$ cat config.mk
export PLATFORM = sky130hd
export DESIGN_NAME = weighted_gray_gamma_correct
export DESIGN_NICKNAME = d
export VERILOG_FILES = /design/src/wggc_pkg.sv /design/src/weighted_gray_gamma_correct.sv /design/src/wggc_mul.sv /design/src/wggc_div.sv /design/src/wggc_dp.sv /design/src/wggc_ctrl.sv
export SDC_FILE = /design/constraint.sdc
export NUM_CORES = 2
export LEC_CHECK = 0
export BUFFER_PORTS_ARGS = -buffer_cell sky130_fd_sc_hd__buf_4
export CAP_MARGIN = 20
export CORE_ASPECT_RATIO = 1.2
export CORE_MARGIN = 2
export CORE_UTILIZATION = 45
export CTS_CLUSTER_DIAMETER = 120
export DETAILED_ROUTE_END_ITERATION = 16
export GPL_TIMING_DRIVEN = 1
export PLACE_DENSITY = 0.72
export SYNTH_ARGS = -nofsm -noshare
export SYNTH_HDL_FRONTEND = slang
export SYNTH_SLANG_ARGS = --single-unit
$ cat constraint.sdc
create_clock -name clk -period 28.8 [get_ports clk]
set_input_delay 2.88 -clock clk [delete_from_list [all_inputs] [get_ports clk]]
set_output_delay 2.88 -clock clk [all_outputs]
set_load 0.005 [all_outputs]
$ cat src/wggc_pkg.sv
`timescale 1ns / 1ps
`default_nettype none
package wggc_pkg;

  localparam int FRACTION_BITS = 32;
  localparam int SERIES_TERMS  = 64;

  localparam int CHAN_W   = 8;
  localparam int WEIGHT_W = 16;
  localparam int GAMMA_W  = 24;
  localparam int GRAY_W   = 16;
  localparam int SUM_W    = WEIGHT_W + 2;
  localparam int NUM_W    = WEIGHT_W + CHAN_W + 2;

  localparam int K_W   = $clog2(SERIES_TERMS + 2);
  localparam int ONE_W = FRACTION_BITS + 1;
  localparam int T_W   = FRACTION_BITS + K_W;

  localparam int MUL_W      = T_W;
  localparam int DIGIT_W    = 8;
  localparam int MUL_DIGITS = (MUL_W + DIGIT_W - 1) / DIGIT_W;
  localparam int MUL_BW     = MUL_DIGITS * DIGIT_W;
  localparam int PROD_W     = MUL_W + MUL_BW;
  localparam int MUL_CNT_W  = $clog2(MUL_DIGITS + 1);

  localparam int DIV_W     = (T_W > NUM_W + 8) ? T_W : NUM_W + 8;
  localparam int DIV_CNT_W = $clog2(DIV_W + 1);

  localparam logic [GRAY_W-1:0] FULL_GRAY = 16'd65280;
  localparam logic [ONE_W-1:0]  ONE       = ONE_W'(1) << FRACTION_BITS;

  localparam int CFG_ADDR_W = 4;
  localparam logic [1:0] REG_WEIGHT_RED   = 2'd0;
  localparam logic [1:0] REG_WEIGHT_GREEN = 2'd1;
  localparam logic [1:0] REG_WEIGHT_BLUE  = 2'd2;
  localparam logic [1:0] REG_GAMMA_VALUE  = 2'd3;

  localparam logic [WEIGHT_W-1:0] WEIGHT_RED_RST   = 16'd77;
  localparam logic [WEIGHT_W-1:0] WEIGHT_GREEN_RST = 16'd150;
  localparam logic [WEIGHT_W-1:0] WEIGHT_BLUE_RST  = 16'd29;
  localparam logic [GAMMA_W-1:0]  GAMMA_VALUE_RST  = 24'd65536;

  typedef struct packed {
    logic [CHAN_W-1:0] red;
    logic [CHAN_W-1:0] green;
    logic [CHAN_W-1:0] blue;
    logic              frame_end;
  } pixel_t;

  typedef struct packed {
    logic [7:0] gray;
    logic       frame_end_out;
  } result_t;

  typedef struct packed {
    logic [WEIGHT_W-1:0] weight_red;
    logic [WEIGHT_W-1:0] weight_green;
    logic [WEIGHT_W-1:0] weight_blue;
    logic [GAMMA_W-1:0]  gamma_value;
  } cfg_t;

  typedef enum logic [4:0] {
    OP_NONE, OP_LOAD, OP_ZERO, OP_FULL, OP_DIVQ, OP_WQ, OP_WX,
    OP_MIP, OP_WIP, OP_MSQ, OP_WSQ, OP_MT1, OP_WT, OP_SACC, OP_MTK,
    OP_DIVT, OP_WTD, OP_MTM, OP_WTM, OP_MP, OP_WP, OP_SHOW
  } op_t;

  typedef struct packed {
    logic sum_zero;
    logic q_full;
    logic gamma_bit;
    logic pow_last;
    logic t_zero;
    logic k_over;
    logic mul_done;
    logic div_done;
  } dp_sts_t;

endpackage
`default_nettype wire

$ cat src/weighted_gray_gamma_correct.sv
`timescale 1ns / 1ps
`default_nettype none
// Weighted gray with gamma correction. A pixel is taken when start is high
// and busy is low; its gray value appears on out_result for one cycle with
// out_valid, in the first cycle that busy is low again, and cannot be held
// off. One pixel is in flight at a time. How long a pixel takes depends on its
// path: a zero weight sum and a full white gray level each take a short path,
// and otherwise the time grows with the set bits of the integer exponent and
// with each binomial series term (up to 64 terms). The time is set by the
// shared bit-serial divider, one quotient bit per cycle over 39 bits, used for
// the gray level and each series term, and by the shared multiplier, one 8-bit
// digit per cycle. Configuration must be written over the APB port only while
// the block is idle; the block itself does not enforce this.
module weighted_gray_gamma_correct (
  input  wire logic                                clk,
  input  wire logic                                rst_n,
  input  wire logic                                start,
  output logic                                     busy,
  input  wire wggc_pkg::pixel_t                    in_pixel,
  output logic                                     out_valid,
  output wggc_pkg::result_t                        out_result,
  input  wire logic                                psel,
  input  wire logic                                penable,
  input  wire logic                                pwrite,
  input  wire logic [wggc_pkg::CFG_ADDR_W-1:0]     paddr,
  input  wire logic [31:0]                         pwdata,
  output logic      [31:0]                         prdata,
  output logic                                     pready
);

  wggc_pkg::cfg_t    cfg_r;
  wggc_pkg::op_t     op;
  wggc_pkg::dp_sts_t sts;
  logic [1:0]        reg_idx;
  logic              wr_en;

  assign reg_idx = paddr[3:2];
  assign wr_en   = psel & penable & pwrite;
  assign pready  = 1'b1;

  always_ff @(posedge clk) begin
    if (!rst_n) begin
      cfg_r.weight_red   <= wggc_pkg::WEIGHT_RED_RST;
      cfg_r.weight_green <= wggc_pkg::WEIGHT_GREEN_RST;
      cfg_r.weight_blue  <= wggc_pkg::WEIGHT_BLUE_RST;
      cfg_r.gamma_value  <= wggc_pkg::GAMMA_VALUE_RST;
    end else if (wr_en) begin
      unique case (reg_idx)
        wggc_pkg::REG_WEIGHT_RED:   cfg_r.weight_red   <= pwdata[15:0];
        wggc_pkg::REG_WEIGHT_GREEN: cfg_r.weight_green <= pwdata[15:0];
        wggc_pkg::REG_WEIGHT_BLUE:  cfg_r.weight_blue  <= pwdata[15:0];
        wggc_pkg::REG_GAMMA_VALUE:  cfg_r.gamma_value  <= pwdata[23:0];
        default: begin
        end
      endcase
    end
  end

  always_comb begin
    unique case (reg_idx)
      wggc_pkg::REG_WEIGHT_RED:   prdata = 32'(cfg_r.weight_red);
      wggc_pkg::REG_WEIGHT_GREEN: prdata = 32'(cfg_r.weight_green);
      wggc_pkg::REG_WEIGHT_BLUE:  prdata = 32'(cfg_r.weight_blue);
      wggc_pkg::REG_GAMMA_VALUE:  prdata = 32'(cfg_r.gamma_value);
      default:                    prdata = '0;
    endcase
  end

  wggc_ctrl u_ctrl (
    .clk   (clk),
    .rst_n (rst_n),
    .start (start),
    .sts   (sts),
    .op    (op),
    .busy  (busy)
  );

  wggc_dp u_dp (
    .clk          (clk),
    .rst_n        (rst_n),
    .op           (op),
    .pix          (in_pixel),
    .cfg          (cfg_r),
    .sts          (sts),
    .result       (out_result),
    .result_valid (out_valid)
  );

endmodule
`default_nettype wire

$ cat src/wggc_mul.sv
`timescale 1ns / 1ps
`default_nettype none
module wggc_mul (
  input  wire logic                         clk,
  input  wire logic                         rst_n,
  input  wire logic                         start,
  input  wire logic [wggc_pkg::MUL_W-1:0]   a,
  input  wire logic [wggc_pkg::MUL_W-1:0]   b,
  output logic      [wggc_pkg::PROD_W-1:0]  prod,
  output logic                              done
);

  localparam int PP_W = wggc_pkg::MUL_W + wggc_pkg::DIGIT_W;

  logic [wggc_pkg::MUL_W-1:0]     a_r;
  logic [wggc_pkg::MUL_BW-1:0]    b_r;
  logic [wggc_pkg::PROD_W-1:0]    acc_r;
  logic [wggc_pkg::PROD_W-1:0]    acc_nxt;
  logic [wggc_pkg::MUL_CNT_W-1:0] cnt_r;
  logic                           run_r;
  logic                           done_r;
  logic [PP_W-1:0]                pp;

  // one 8-bit digit of b per cycle, msb first
  always_comb begin
    pp      = PP_W'(a_r) * PP_W'(b_r[wggc_pkg::MUL_BW-1 -: wggc_pkg::DIGIT_W]);
    acc_nxt = (acc_r << wggc_pkg::DIGIT_W) + wggc_pkg::PROD_W'(pp);
  end

  always_ff @(posedge clk) begin
    if (!rst_n) begin
      run_r  <= 1'b0;
      done_r <= 1'b0;
      cnt_r  <= '0;
    end else if (start) begin
      a_r    <= a;
      b_r    <= wggc_pkg::MUL_BW'(b);
      acc_r  <= '0;
      cnt_r  <= '0;
      run_r  <= 1'b1;
      done_r <= 1'b0;
    end else if (run_r) begin
      acc_r <= acc_nxt;
      b_r   <= b_r << wggc_pkg::DIGIT_W;
      if (cnt_r == wggc_pkg::MUL_CNT_W'(wggc_pkg::MUL_DIGITS - 1)) begin
        run_r  <= 1'b0;
        done_r <= 1'b1;
      end else begin
        cnt_r <= cnt_r + 1'b1;
      end
    end
  end

  assign prod = acc_r;
  assign done = done_r;

endmodule
`default_nettype wire

$ cat src/wggc_div.sv
`timescale 1ns / 1ps
`default_nettype none
module wggc_div (
  input  wire logic                         clk,
  input  wire logic                         rst_n,
  input  wire logic                         start,
  input  wire logic [wggc_pkg::DIV_W-1:0]   dividend,
  input  wire logic [wggc_pkg::SUM_W-1:0]   divisor,
  output logic      [wggc_pkg::DIV_W-1:0]   quotient,
  output logic                              done
);

  localparam int SUM_W = wggc_pkg::SUM_W;
  localparam int DIV_W = wggc_pkg::DIV_W;

  logic [DIV_W-1:0]               dvd_r;
  logic [DIV_W-1:0]               quo_r;
  logic [SUM_W-1:0]               dsr_r;
  logic [SUM_W-1:0]               rem_r;
  logic [SUM_W:0]                 rem_sh;
  logic [SUM_W:0]                 rem_nxt;
  logic                           ge;
  logic [wggc_pkg::DIV_CNT_W-1:0] cnt_r;
  logic                           run_r;
  logic                           done_r;

  // restoring division, one quotient bit per cycle
  always_comb begin
    rem_sh  = {rem_r, dvd_r[DIV_W-1]};
    ge      = rem_sh >= {1'b0, dsr_r};
    rem_nxt = ge ? rem_sh - {1'b0, dsr_r} : rem_sh;
  end

  always_ff @(posedge clk) begin
    if (!rst_n) begin
      run_r  <= 1'b0;
      done_r <= 1'b0;
      cnt_r  <= '0;
    end else if (start) begin
      dvd_r  <= dividend;
      dsr_r  <= divisor;
      rem_r  <= '0;
      quo_r  <= '0;
      cnt_r  <= '0;
      run_r  <= 1'b1;
      done_r <= 1'b0;
    end else if (run_r) begin
      rem_r <= rem_nxt[SUM_W-1:0];
      quo_r <= {quo_r[DIV_W-2:0], ge};
      dvd_r <= dvd_r << 1;
      if (cnt_r == wggc_pkg::DIV_CNT_W'(DIV_W - 1)) begin
        run_r  <= 1'b0;
        done_r <= 1'b1;
      end else begin
        cnt_r <= cnt_r + 1'b1;
      end
    end
  end

  assign quotient = quo_r;
  assign done     = done_r;

endmodule
`default_nettype wire

$ cat src/wggc_dp.sv
`timescale 1ns / 1ps
`default_nettype none
module wggc_dp (
  input  wire logic              clk,
  input  wire logic              rst_n,
  input  wire wggc_pkg::op_t     op,
  input  wire wggc_pkg::pixel_t  pix,
  input  wire wggc_pkg::cfg_t    cfg,
  output wggc_pkg::dp_sts_t      sts,
  output wggc_pkg::result_t      result,
  output logic                   result_valid
);

  localparam int FB    = wggc_pkg::FRACTION_BITS;
  localparam int ONE_W = wggc_pkg::ONE_W;
  localparam int T_W   = wggc_pkg::T_W;
  localparam int MUL_W = wggc_pkg::MUL_W;
  localparam int DIV_W = wggc_pkg::DIV_W;
  localparam int SUM_W = wggc_pkg::SUM_W;
  localparam int NUM_W = wggc_pkg::NUM_W;
  localparam int K_W   = wggc_pkg::K_W;
  localparam int GP_W  = ONE_W + 8;
  localparam int QA_W  = wggc_pkg::GRAY_W + 1;

  logic [NUM_W-1:0]           num_r;
  logic [wggc_pkg::GRAY_W-1:0] q_r;
  logic [ONE_W-1:0]           ip_r;
  logic [ONE_W-1:0]           sq_r;
  logic [ONE_W-1:0]           m_r;
  logic [ONE_W-1:0]           fa_r;
  logic [T_W-1:0]             t_r;
  logic [K_W-1:0]             k_r;
  logic [2:0]                 i_r;
  logic [7:0]                 gray_r;
  logic                       fe_r;
  wggc_pkg::result_t          res_r;
  logic                       vld_r;

  logic [SUM_W-1:0]           sum;
  logic [NUM_W-1:0]           num_nxt;
  logic [FB-1:0]              f;
  logic [7:0]                 gamma_int;
  logic [MUL_W-1:0]           kf;
  logic                       mul_start;
  logic [MUL_W-1:0]           mul_a;
  logic [MUL_W-1:0]           mul_b;
  logic [wggc_pkg::PROD_W-1:0] prod;
  logic [MUL_W-1:0]           mul_hi;
  logic                       mul_done;
  logic                       div_start;
  logic [DIV_W-1:0]           div_dvd;
  logic [SUM_W-1:0]           div_dsr;
  logic [DIV_W-1:0]           quo;
  logic                       div_done;
  logic [GP_W-1:0]            gp;
  logic [8:0]                 g9;
  logic [QA_W-1:0]            q_adj;
  logic [FB-1:0]              x_fx;

  always_comb begin
    sum = SUM_W'(cfg.weight_red) + SUM_W'(cfg.weight_green) + SUM_W'(cfg.weight_blue);
    num_nxt = NUM_W'(cfg.weight_red) * NUM_W'(pix.red)
            + NUM_W'(cfg.weight_green) * NUM_W'(pix.green)
            + NUM_W'(cfg.weight_blue) * NUM_W'(pix.blue);
    f         = FB'(cfg.gamma_value[15:0]) << (FB - 16);
    gamma_int = cfg.gamma_value[23:16];
    // k - f for the next series term, k in the integer bits
    kf        = (MUL_W'(k_r) << FB) - MUL_W'(f);
    mul_hi    = prod[FB +: MUL_W];
    gp        = {mul_hi[ONE_W-1:0], 8'd0} - GP_W'(mul_hi[ONE_W-1:0]);
    g9        = gp[FB +: 9];
  end

  // base q / 255.0 in the fraction bits: q * 2^(FB-8) / 255 splits into
  // q * (1 + 2^8 + 2^16 + ...) plus q / 255, with FB a multiple of 8
  always_comb begin
    q_adj = QA_W'(q_r) + QA_W'(q_r >> 8) + QA_W'(1);
    x_fx  = FB'(q_adj[QA_W-1:8]);
    for (int s = 0; s < FB - 8; s += 8) begin
      x_fx = x_fx + (FB'(q_r) << s);
    end
  end

  always_comb begin
    mul_start = 1'b0;
    mul_a     = '0;
    mul_b     = '0;
    div_start = 1'b0;
    div_dvd   = '0;
    div_dsr   = '0;
    case (op)
      wggc_pkg::OP_MIP: begin
        mul_start = 1'b1;
        mul_a     = MUL_W'(ip_r);
        mul_b     = MUL_W'(sq_r);
      end
      wggc_pkg::OP_MSQ: begin
        mul_start = 1'b1;
        mul_a     = MUL_W'(sq_r);
        mul_b     = MUL_W'(sq_r);
      end
      wggc_pkg::OP_MT1: begin
        mul_start = 1'b1;
        mul_a     = MUL_W'(f);
        mul_b     = MUL_W'(m_r);
      end
      wggc_pkg::OP_MTK: begin
        mul_start = 1'b1;
        mul_a     = MUL_W'(t_r);
        mul_b     = kf;
      end
      wggc_pkg::OP_MTM: begin
        mul_start = 1'b1;
        mul_a     = MUL_W'(t_r);
        mul_b     = MUL_W'(m_r);
      end
      wggc_pkg::OP_MP: begin
        mul_start = 1'b1;
        mul_a     = MUL_W'(ip_r);
        mul_b     = MUL_W'(fa_r);
      end
      wggc_pkg::OP_DIVQ: begin
        div_start = 1'b1;
        div_dvd   = DIV_W'(num_r) << 8;
        div_dsr   = sum;
      end
      wggc_pkg::OP_DIVT: begin
        div_start = 1'b1;
        div_dvd   = DIV_W'(t_r);
        div_dsr   = SUM_W'(k_r) + SUM_W'(1);
      end
      default: begin
      end
    endcase
  end

  wggc_mul u_mul (
    .clk   (clk),
    .rst_n (rst_n),
    .start (mul_start),
    .a     (mul_a),
    .b     (mul_b),
    .prod  (prod),
    .done  (mul_done)
  );

  wggc_div u_div (
    .clk      (clk),
    .rst_n    (rst_n),
    .start    (div_start),
    .dividend (div_dvd),
    .divisor  (div_dsr),
    .quotient (quo),
    .done     (div_done)
  );

  always_ff @(posedge clk) begin
    if (!rst_n) begin
      vld_r <= 1'b0;
    end else begin
      vld_r <= (op == wggc_pkg::OP_SHOW);
    end
  end

  always_ff @(posedge clk) begin
    case (op)
      wggc_pkg::OP_LOAD: begin
        num_r <= num_nxt;
        fe_r  <= pix.frame_end;
      end
      wggc_pkg::OP_ZERO: gray_r <= 8'd0;
      wggc_pkg::OP_FULL: gray_r <= 8'd255;
      wggc_pkg::OP_WQ:   q_r <= quo[wggc_pkg::GRAY_W-1:0];
      wggc_pkg::OP_WX: begin
        sq_r <= ONE_W'(x_fx);
        m_r  <= wggc_pkg::ONE - ONE_W'(x_fx);
        ip_r <= wggc_pkg::ONE;
        fa_r <= wggc_pkg::ONE;
        i_r  <= 3'd0;
        k_r  <= K_W'(1);
      end
      wggc_pkg::OP_WIP: ip_r <= mul_hi[ONE_W-1:0];
      wggc_pkg::OP_WSQ: begin
        sq_r <= mul_hi[ONE_W-1:0];
        i_r  <= i_r + 3'd1;
      end
      wggc_pkg::OP_WT:  t_r <= mul_hi[T_W-1:0];
      wggc_pkg::OP_SACC: begin
        // series sum floors at zero
        if (t_r >= T_W'(fa_r)) begin
          fa_r <= '0;
        end else begin
          fa_r <= fa_r - t_r[ONE_W-1:0];
        end
      end
      wggc_pkg::OP_WTD: t_r <= quo[T_W-1:0];
      wggc_pkg::OP_WTM: begin
        t_r <= mul_hi[T_W-1:0];
        k_r <= k_r + K_W'(1);
      end
      wggc_pkg::OP_WP:   gray_r <= g9[8] ? 8'd255 : g9[7:0];
      wggc_pkg::OP_SHOW: res_r <= '{gray: gray_r, frame_end_out: fe_r};
      default: begin
      end
    endcase
  end

  always_comb begin
    sts.sum_zero  = (sum == '0);
    sts.q_full    = (q_r >= wggc_pkg::FULL_GRAY);
    sts.gamma_bit = gamma_int[i_r];
    sts.pow_last  = (i_r == 3'd7);
    sts.t_zero    = (t_r == '0);
    sts.k_over    = (k_r > K_W'(wggc_pkg::SERIES_TERMS));
    sts.mul_done  = mul_done;
    sts.div_done  = div_done;
  end

  assign result       = res_r;
  assign result_valid = vld_r;

endmodule
`default_nettype wire

$ cat src/wggc_ctrl.sv
`timescale 1ns / 1ps
`default_nettype none
module wggc_ctrl (
  input  wire logic               clk,
  input  wire logic               rst_n,
  input  wire logic               start,
  input  wire wggc_pkg::dp_sts_t  sts,
  output wggc_pkg::op_t           op,
  output logic                    busy
);

  typedef enum logic [19:0] {
    S_IDLE = 20'b1 << 0,
    S_DIVQ = 20'b1 << 1,
    S_WQ   = 20'b1 << 2,
    S_CHKQ = 20'b1 << 3,
    S_IP   = 20'b1 << 5,
    S_WIP  = 20'b1 << 6,
    S_SQ   = 20'b1 << 7,
    S_WSQ  = 20'b1 << 8,
    S_T1   = 20'b1 << 9,
    S_WT1  = 20'b1 << 10,
    S_SER  = 20'b1 << 11,
    S_MTK  = 20'b1 << 12,
    S_WTK  = 20'b1 << 13,
    S_DIVT = 20'b1 << 14,
    S_WTD  = 20'b1 << 15,
    S_MTM  = 20'b1 << 16,
    S_WTM  = 20'b1 << 17,
    S_WP   = 20'b1 << 18,
    S_SHOW = 20'b1 << 19
  } state_t;

  state_t state_r;
  state_t state_nxt;

  always_comb begin
    state_nxt = state_r;
    op        = wggc_pkg::OP_NONE;
    unique case (state_r)
      S_IDLE: begin
        if (start) begin
          op        = wggc_pkg::OP_LOAD;
          state_nxt = S_DIVQ;
        end
      end
      S_DIVQ: begin
        if (sts.sum_zero) begin
          op        = wggc_pkg::OP_ZERO;
          state_nxt = S_SHOW;
        end else begin
          op        = wggc_pkg::OP_DIVQ;
          state_nxt = S_WQ;
        end
      end
      S_WQ: begin
        if (sts.div_done) begin
          op        = wggc_pkg::OP_WQ;
          state_nxt = S_CHKQ;
        end
      end
      S_CHKQ: begin
        if (sts.q_full) begin
          op        = wggc_pkg::OP_FULL;
          state_nxt = S_SHOW;
        end else begin
          op        = wggc_pkg::OP_WX;
          state_nxt = S_IP;
        end
      end
      // square-and-multiply over the integer exponent bits, lsb first
      S_IP: begin
        if (sts.gamma_bit) begin
          op        = wggc_pkg::OP_MIP;
          state_nxt = S_WIP;
        end else begin
          op        = wggc_pkg::OP_MSQ;
          state_nxt = S_WSQ;
        end
      end
      S_WIP: begin
        if (sts.mul_done) begin
          op        = wggc_pkg::OP_WIP;
          state_nxt = S_SQ;
        end
      end
      S_SQ: begin
        op        = wggc_pkg::OP_MSQ;
        state_nxt = S_WSQ;
      end
      S_WSQ: begin
        if (sts.mul_done) begin
          op        = wggc_pkg::OP_WSQ;
          state_nxt = sts.pow_last ? S_T1 : S_IP;
        end
      end
      S_T1: begin
        op        = wggc_pkg::OP_MT1;
        state_nxt = S_WT1;
      end
      S_WT1: begin
        if (sts.mul_done) begin
          op        = wggc_pkg::OP_WT;
          state_nxt = S_SER;
        end
      end
      S_SER: begin
        if (sts.t_zero || sts.k_over) begin
          op        = wggc_pkg::OP_MP;
          state_nxt = S_WP;
        end else begin
          op        = wggc_pkg::OP_SACC;
          state_nxt = S_MTK;
        end
      end
      S_MTK: begin
        op        = wggc_pkg::OP_MTK;
        state_nxt = S_WTK;
      end
      S_WTK: begin
        if (sts.mul_done) begin
          op        = wggc_pkg::OP_WT;
          state_nxt = S_DIVT;
        end
      end
      S_DIVT: begin
        op        = wggc_pkg::OP_DIVT;
        state_nxt = S_WTD;
      end
      S_WTD: begin
        if (sts.div_done) begin
          op        = wggc_pkg::OP_WTD;
          state_nxt = S_MTM;
        end
      end
      S_MTM: begin
        op        = wggc_pkg::OP_MTM;
        state_nxt = S_WTM;
      end
      S_WTM: begin
        if (sts.mul_done) begin
          op        = wggc_pkg::OP_WTM;
          state_nxt = S_SER;
        end
      end
      S_WP: begin
        if (sts.mul_done) begin
          op        = wggc_pkg::OP_WP;
          state_nxt = S_SHOW;
        end
      end
      S_SHOW: begin
        op        = wggc_pkg::OP_SHOW;
        state_nxt = S_IDLE;
      end
      default: begin
        state_nxt = S_IDLE;
      end
    endcase
  end

  always_ff @(posedge clk) begin
    if (!rst_n) begin
      state_r <= S_IDLE;
    end else begin
      state_r <= state_nxt;
    end
  end

  assign busy = (state_r != S_IDLE);

endmodule
`default_nettype wire

== Word level (Yosys, flattened, before mapping) ==
Index checks and enable logic that the tools add are counted.

* Add/sub/neg operators: 20
* Multipliers: 4
* Magnitude comparators: 5
* Equality and inequality tests: 55
* Mux-type cells: 59
* Bitwise logic cells: 5
* Reductions and logical operators: 36

{| class="wikitable"
|+ Operators with widths
! kind !! count
|-
| $pmux W20 S17 || 1
|-
| $pmux W39 S4 || 2
|-
| $mux W20 || 10
|-
| $pmux W33 S2 || 3
|-
| $mux W39 || 4
|-
| $pmux W39 S2 || 2
|-
| $pmux W32 S4 || 1
|-
| $pmux W5 S18 || 1
|-
| $mul A16 B8 Y24 || 3
|-
| $add A71 B47 Y71 || 1
|-
| $mux W71 || 1
|-
| $mul A39 B8 Y47 || 1
|-
| $sub A41 B33 Y41 || 1
|-
| $eq A5 B4 Y1 const B || 8
|-
| $mux W40 || 1
|-
| $ge A39 B33 Y1 || 1
|-
| $logic_not A39 Y1 || 1
|-
| $sub A39 B32 Y39 || 1
|-
| $mux W18 || 2
|-
| $pmux W18 S2 || 1
|-
| $mux W33 || 1
|-
| $sub A33 B32 Y33 const A || 1
|-
| $sub A33 B33 Y33 || 1
|-
| $add A32 B24 Y32 || 1
|-
| other kinds (70) || 134
|}

* Flip-flop bits (word level): 611
* Input bits: 67
* Output and inout port bits: 44
* Word-level logic and storage cells: 217

== Logic depth before layout (Yosys ltp) ==
* Depth in word-level cells: 10
* Gate-level depth with buffers: 40
* Depth with buffers taken out: 39

== Cells and area by module ==
Synthesis repeated with hierarchy kept, for this count alone.

* Cell total of the unflattened synthesis: 5928
* Area total of the unflattened synthesis: 58733.8 µm²

{| class="wikitable"
|+ Modules (own cells, without submodules)
! module !! times used !! cells each !! area each (µm²) !! seq. area each (µm²)
|-
| wggc_dp || 1 || 3200 || 30274.0 || 7257.0
|-
| wggc_mul || 1 || 1817 || 17986.0 || 4844.6
|-
| wggc_div || 1 || 452 || 5929.4 || 3583.4
|-
| weighted_gray_gamma_correct || 1 || 312 || 3309.4 || 1441.4
|-
| wggc_ctrl || 1 || 147 || 1234.9 || 380.4
|}

== Worst setup path after synthesis ==
OpenSTA, ideal clock, no wires.

* Path kind: input to register
* From: input port in_pixel[23] in the netlist's numbering
* To: register u_dp.num_r[25] (data pin)
* Library setup time: 258 ps
* Data arrival time: 11805 ps
* Data required time: 28542 ps
* Path slack: 16737 ps
* Stages: 35
* Path buffers: 1
* Cell sequence: clkbuf_1 nand2_1 fa_1 fa_1 fa_1 inv_1 fa_1 fa_1 inv_1 fa_1 inv_1 ha_1 a21boi_0 o21a_1 o21ai_0 nand2b_1 a21oi_1 xor2_1 fa_1 fa_1 inv_1 fa_1 fa_1 ha_1 a21o_1 a21oi_1 o21bai_1 or3_1 o211a_1 o21a_1 o21ai_0 a21oi_1 a211oi_1 o2bb2ai_1 xnor2_1

* Longest elaborated chain between the ends: 3

{| class="wikitable"
|+ Ends and longest elaborated chain
! element !! RTL line !! text
|-
| from (decl) || weighted_gray_gamma_correct.sv:19 || <nowiki>input wire wggc_pkg::pixel_t in_pixel,</nowiki>
|-
| $mul A16 B8 Y24 || wggc_dp.sv:62 || <nowiki>num_nxt = NUM_W'(cfg.weight_red) * NUM_W'(pix.red)</nowiki>
|-
| $add A24 B24 Y25 || wggc_dp.sv:63 || <nowiki>+ NUM_W'(cfg.weight_green) * NUM_W'(pix.green)</nowiki>
|-
| $add A26 B24 Y26 || wggc_dp.sv:64 || <nowiki>+ NUM_W'(cfg.weight_blue) * NUM_W'(pix.blue);</nowiki>
|-
| net u_dp.num_nxt[25] || wggc_dp.sv:40 || <nowiki>logic [NUM_W-1:0] num_nxt;</nowiki>
|-
| to (signal assigned) || wggc_dp.sv:168 || <nowiki>num_r <= num_nxt;</nowiki>
|-
| to (decl) || wggc_dp.sv:25 || <nowiki>logic [NUM_W-1:0] num_r;</nowiki>
|}

The timed path passes the listed nets, and every way through them passes these cells.
A chain may end at the register's enable or synchronous reset.

== Worst setup path in the final report ==
Ends and elaborated chain as after synthesis.

==> results.toml <==
[sta]
fin_skew_ps = 45.6
fmax_mhz = 81.0
setup_viol = 0
hold_viol = 0
rsz0062_at_grt = "no"
period_needed_ps = 12340
tightest_slew_ps = 1130
relSlewSlack = 0.242
post-route-period-util = 0.429
finalSetupTns_ps = 0
slew_violations = 0

[die]
io_pins = 111
initial_core_util = 0.452
die_w_um = 327
die_area_um2 = 128000
die_h_um = 391
rows = 142
core-area_um2 = 125000

[logic_synthesis]
yosysTopAreaCell = "edfxtp_1"
yosysMostFrequentCell = "nand2_1"
yosysSeqAreaShare = 0.307
synth_edf_count = 505
syn_inst = 5812
synth_warnings = 0
avgSynthCellArea_um2 = 9.68
ys_async_sr_fraction = 0
synth-main-ff-cell = "edfxtp_1"
ys_top_cells_by_count = "nand2_1, inv_1, fa_1"
synth_cell_types = 101
syn_area_um2 = 56300
synthTopCellsByArea = "edfxtp_1, fa_1, ha_1"
ys_seq_elements = 610
synth.top_cell.area_share = 0.270

[clocking]
root_buffer = "clkbuf_16"
cts_hold_buf = 0
clkSinkCount = 610
post_cts_resized = 0
cts_setup_buffers = 0
cts_tree = "done"
htreeDepth = 2
cts-buffers-inserted = 61
path_clk_slew_ps = 60
clkLatencyLatePin_ps = 680
clk_path_buf_depth = 3

[detailed_routing]
dr_total_vias = 43200
drtPass1Iterations = 9
vias_per_cell = 5.78
ant_nets = 0
drt_wl_total_mm = 159
wl_per_cell_um = 21.3
drt_iter0_drc = 4373
drc = 0

[critical_path]
crit_fanout = 16
crit_top_cell = "fa_1"
startpoint_type = "input pin"
required_ps = 29260
crit_arrival_ps = 12800
slowest_stage = "fa_1"
worst-path-buf-inv = 5
crit_type = "in2reg"
crit_family = "adder cells"
end_kind = "register"
slowest_delay_ps = 580

[power_and_ir_drop]
ir_drop_mv = 0.238
p_per_area_nw_per_um2 = 62.8
p_leak_uw = 0.0267
fin_total_pwr_uw = 3800

[global_routing]
antenna_found_initial = 4
grt_use_met1 = 0.302
grt_max_degree = 77
grt.busiest_layer = "met2"
grt_use_met3 = 0.0384
grt_pass1_wl_mm = 249
overflow = 0
grtUsageMet2 = 0.424
grt_usage = 0.249
grt_pass1_vias = 44000

[flow_run]
drv_cap = 0

[finish]
syn2layout_area_growth_pct = 7.57
regArea_um2 = 17300
fillers = 11400
multi_input_area_um2 = 35100
fin_nets = 6815
layout-drive-gt1-share = 0.0567

[placed_design]
dp_hpwl_mm = 122
port_buffers = 91
gp_congestion = 0.960

[run_status]
status = "completed"

[min_path]
hp-class = "reg2reg"
[routing by layer]
layer  vias to the layer above  part of all wire
li1                      19200                 -
met1                     21600              0.37
met2                      2049              0.48
met3                       440             0.086
met4                         6             0.065
met5                         -           0.00029
[flip-flops by register name, summed over array words and instances, names as in the netlist, 7 cells and up]
name and count:
cfg_r 72, u_ctrl.state_r 19, u_dp.fa_r 33, u_dp.gray_r 8
u_dp.ip_r 33, u_dp.k_r 7, u_dp.m_r 33, u_dp.num_r 26
u_dp.q_r 16, u_dp.result 9, u_dp.sq_r 33, u_dp.t_r 39
u_dp.u_div.dsr_r 18, u_dp.u_div.dvd_r 39, u_dp.u_div.quotient 39, u_dp.u_div.rem_r 18
u_dp.u_mul.a_r 39, u_dp.u_mul.b_r 40, u_dp.u_mul.prod 71
[final timing paths]
| path | from | end | slack, ps | cells after the start |
|---|---|---|---|---|
| setup / recovery | in_pixel[23] | u_dp.num_r[25]$_DFFE_PN_ | 16460 | 35 |
| setup reg to reg | cfg_r[57]$_SDFFE_PN0P_ | u_dp.num_r[25]$_DFFE_PN_ | 18150 | 34 |
| hold reg to reg | u_dp.gray_r[7]$_DFFE_PP_ | u_dp.result[8]$_DFFE_PP_ | 420 | 0 |
| hold / removal | u_dp.gray_r[7]$_DFFE_PP_ | u_dp.result[8]$_DFFE_PP_ | 420 | 0 |
[metrics by stage]
stage	util	instances	hold WS (ps)	setup WS (ps)	instance area (um^2)
6_report	0.486	7483	423	16460	60500
5_1_grt	0.486	7481	430	15940	60500
4_1_cts	0.486	7479	420	16530	60500
3_5_place_dp	0.469	7364	405	15860	58400
3_3_place_gp	0.469	7364	407	15940	58400
2_1_floorplan	-	5819	400	16740	56300
[cell usage in the layout (no fill, tap or decap), drive strengths merged, types with 165 or more instances in the layout]
cell | netlist | routed
ha | 387 | 387
o21ai | 166 | 166
edfxtp | 505 | 505
fa | 588 | 588
xnor2 | 165 | 165
nor2 | 356 | 356
and2 | 405 | 405
nand2 | 821 | 821
inv | 778 | 784
a21oi | 259 | 259
[power by group]
part           switching (uW)  internal (uW)
Sequential               12.7           1050
Clock                     370            449
Combinational            1100            815
Total                    1480           2320
[kinds of logic after synthesis]
| group | synth area share |
|---|---|
| AND/OR/NAND/NOR | 0.173 |
| flip-flops | 0.307 |
| AO/OA/AOI/OAI | 0.101 |
| multiplexers | 0.0132 |
| XOR/XNOR | 0.0399 |
| adder cells (fa/ha/maj) | 0.295 |
| other | 0.000133 |
| buffers and inverters | 0.0705 |
[area by class of cell]
| cell class | count | area share |
|---|---|---|
| clock inverter | 42 | 0.00682 |
| inverter | 779 | 0.0483 |
| timing repair buffer | 144 | 0.0182 |
| sequential | 610 | 0.285 |
| antenna | 2 | 0.0000827 |
| clock buffer | 73 | 0.0266 |
| tap | 1656 | 0.0342 |
| multi-input combinational | 4177 | 0.580 |
No activity file was read; power rests on OpenSTA's default activity.
